**src/rtl/utwm_ram.sv**
```systemverilog
module utwm_ram #(
  parameter int unsigned WIDTH = 8,
  parameter int unsigned DEPTH = 16
) (
  input  logic                                         clk_i,
  input  logic                                         we_i,
  input  logic [((DEPTH > 1) ? $clog2(DEPTH) : 1)-1:0] waddr_i,
  input  logic [WIDTH-1:0]                             wdata_i,
  input  logic [((DEPTH > 1) ? $clog2(DEPTH) : 1)-1:0] raddr_i,
  output logic [WIDTH-1:0]                             rdata_o
);

  logic [WIDTH-1:0] mem_q [DEPTH];
  logic [WIDTH-1:0] rdata_q;

  always_ff @(posedge clk_i) begin
    if (we_i) begin
      mem_q[waddr_i] <= wdata_i;
    end
    rdata_q <= mem_q[raddr_i];
  end

  assign rdata_o = rdata_q;

endmodule

```
**config.mk**
```make
export PLATFORM = sky130hd
export DESIGN_NAME = utwm_ram
export DESIGN_NICKNAME = d
export VERILOG_FILES = /design/src/rtl/utwm_ram.sv
export SDC_FILE = /design/constraint.sdc
export NUM_CORES = 1
export LEC_CHECK = 0
export ABC_CLOCK_PERIOD_IN_PS = 2300
export BUFFER_PORTS_ARGS = -buffer_cell sky130_fd_sc_hd__buf_2
export CORE_MARGIN = 10
export CORE_UTILIZATION = 29
export CTS_CLUSTER_DIAMETER = 150
export DETAILED_ROUTE_END_ITERATION = 7
export SYNTH_ARGS = -nofsm -noshare
export SYNTH_HDL_FRONTEND = slang
export SYNTH_SLANG_ARGS = --single-unit
```
**constraint.sdc**
```tcl
create_clock -name clk_i -period 2.3 [get_ports clk_i]
set_input_delay 0.23 -clock clk_i [delete_from_list [all_inputs] [get_ports clk_i]]
set_output_delay 0.23 -clock clk_i [all_outputs]
set_load 0.02 [all_outputs]
```
==> key figures <==
Worst setup path
  – Worst stage delay on the critical path: 0.50 ns
  – Crit-path slowest cell: mux4_1
  – Kind of critical path: register to register
  – Worst path cell trace: mux4_1, a22oi_1, nand2_1
  – Worst Path Arrival: 1.62 ns
  – Crit path capture type: register
  – Startpoint Class: register
  – CP Max Fanout: 1
  – Critical Path RT: 2.59 ns

Cells and area
  – Antenna fix cells: 0
  – Share of cells above drive strength 1: 29.2%
  – Final net count: 300
  – Area delta synth->final: 20.8%
  – Final Core Density: 35.8%

Synth
  – Ys Warns: 0
  – Cell Area, Synth: 5150 sq um
  – Synthesis-stage register bit count: 136
  – Sequential area share after synthesis: 77.8%
  – Distinct cells, synth: 19
  – Mapped Nets: 247
  – Syn Inst Count: 229
  – Synth Area per Inst: 22.5 sq um

Floorplan
  – Core area: 17400 sq um
  – Chip width: 153 um
  – Initial Utilization: 29.7%
  – Die Ht: 153 um
  – Die ar.: 23500 sq um
  – Number of core rows: 48
  – Ports: 26

Place
  – PortBufs: 25
  – RePlAce Congestion: 0.703
  – Post-DP HPWL: 6450 um

STA
  – Final Hold Viols: 0
  – Fin Clk Skew: 0.00488 ns
  – RSZ-0062 raised after global routing: false
  – Setup-failing EPs final: 0
  – Worst Max-Slew Pin Slew: 0.771 ns
  – Tcrit/Tclk final: 57.7%
  – Fin. max-slew vios: 0
  – Highest clock rate: 0.753 GHz
  – Post-route minimum period: 1.33 ns
  – Setup TNS: 0 ns
  – Slew headroom: 48.4%

Drt
  – DRT antenna net count: 0
  – DRC: 0
  – Initial DRT Pass Iterations: 4
  – WL/cell: 19.5 um
  – Initial drt markers: 203
  – Via count: 2437
  – Vias/cell: 4.69
  – Total routed wirelength: 10100 um

Status
  – Status: finished, final reports clean

Global routing
  – Vias in the first global route: 2524
  – GRT Overall Usage: 9.01%
  – First-pass GRT wire length: 15700 um
  – Total gr overflow: 0
  – Largest net degree at the start of global routing: 33
  – Initial antenna violation count: 1

Clock tree
  – Skew-Pair Late Insertion Delay: 0.40 ns
  – H-Tree Depth: 4
  – TritonCTS Buffers: 17
  – Clk slew on worst S/H paths: 0.05 ns
  – Root Buffer: clkbuf_16
  – CTS tree: done
  – Post-CTS Hold Fix Bufs: 0
  – Post-CTS sizing: 0
  – Clock sinks: 136
  – Post-CTS Setup Repair Bufs: 0
  – CTS max path bufs: 2

Min path
  – Worst min path class: input port to register

Power
  – IR drop worst, VDD: 496 uV
  – Leak Pwr: 2.09 nW
  – PwrDens: 928 nW/um^2

Flow run
  – MaxCap Viol Count: 0
[critical path, delay by kind of cell, from the launching register on]
kind / cells / cell delay, ns
multiplexers: 1 / 0.50
AND/OR/NAND/NOR: 1 / 0.08
AO/OA/AOI/OAI: 1 / 0.27
flip-flops: 1 / 0.37
[area by class of cell]
cell class	instances	area [sq um]
tap	225	282
clock inverter	12	156
sequential	136	4000
fill	1581	11100
multi-input combinational	83	1060
clock buffer	20	437
timing repair buffer	44	280
[sequential cells by signal (all words and copies together), names as in the netlist]
register,flops
rdata_o,8
mem_q,128
[metal layers]
metal	global-route usage, %	wire [um]	share of wire (%)	up-vias
met1	12.0	4730	47	1287
met2	13.0	4630	46	53
met5	0	13	0.13	-
met4	3.68	157	1.6	2
met3	3.17	596	5.9	18
li1	-	-	-	1077
[worst paths after layout]
check                           slack [ns]         start  cells after the start      endpoint
worst min-delay path                  0.21    wdata_i[1]                      1  mem_q[13][1]
worst max-delay path                  0.97   mem_q[0][2]                      3    rdata_o[2]
worst min register to register        0.67  mem_q[14][5]                      3    rdata_o[5]
worst max register to register        0.97   mem_q[0][2]                      3    rdata_o[2]
[placed cells by master, fill, tap and decap left out, drive strengths merged]
master,instances
a22oi,16
and2,1
and2b,1
buf,44
bufinv,4
clkbuf,20
clkinv,8
dfxtp,8
edfxtp,128
mux4,32
nand2,9
nand2b,2
nand3,1
nand3b,2
nor2,13
nor2b,1
nor3,4
or3b,1
[synthesized netlist by cell type]
cell | n | area, sq um
clkdlybuf4s25_2 | 3 | 30.0
nor3_1 | 4 | 20.0
and2b_1 | 1 | 7.51
nor2_1 | 13 | 48.8
dfxtp_1 | 8 | 160
mux4_1 | 14 | 368
and2_1 | 1 | 6.26
nand2_1 | 9 | 33.8
buf_2 | 3 | 15.0
edfxtp_1 | 128 | 3840
nand2b_1 | 2 | 12.5
a22oi_1 | 16 | 120
nor2b_1 | 1 | 6.26
buf_4 | 1 | 7.51
nand3b_1 | 2 | 15.0
buf_6 | 3 | 33.8
or3b_2 | 1 | 8.76
nand3_1 | 1 | 5.00
mux4_2 | 18 | 405
[stage by stage]
| stage | area (sq um) | hold slack [ns] | setup slack [ns] | std cells | power, mW |
|---|---|---|---|---|---|
| 6_report | 6220 | 0.212 | 0.972 | 520 | 5.77 |
| 5_1_grt | 6220 | 0.209 | 0.885 | 520 | 5.96 |
| 4_1_cts | 6220 | 0.200 | 0.958 | 520 | 5.82 |
| 3_5_place_dp | 5620 | 0.631 | 0.592 | 488 | 3.11 |
| 3_3_place_gp | 5620 | 0.615 | 0.615 | 488 | 3.11 |
| 2_1_floorplan | 5150 | 0.329 | 0.577 | 229 | 3.00 |
[where the power goes]
part / switching, mW / leakage [nW] / internal (mW)
Sequential: 0.0165 / 1.22 / 2.77
Clock: 0.923 / 0.287 / 1.79
Combinational: 0.158 / 0.576 / 0.109
[cells by family (layout without fill, tap and decap cells)]
| kind of cell | count (synthesis) | in the layout | share of synthesized area (%) |
|---|---|---|---|
| compound gates | 16 | 16 | 2.33 |
| buf+inv | 10 | 76 | 1.68 |
| flops | 136 | 136 | 77.8 |
| mux | 32 | 32 | 15.0 |
| simple gates | 35 | 35 | 3.18 |
Power figures use the tool's default switching activity.
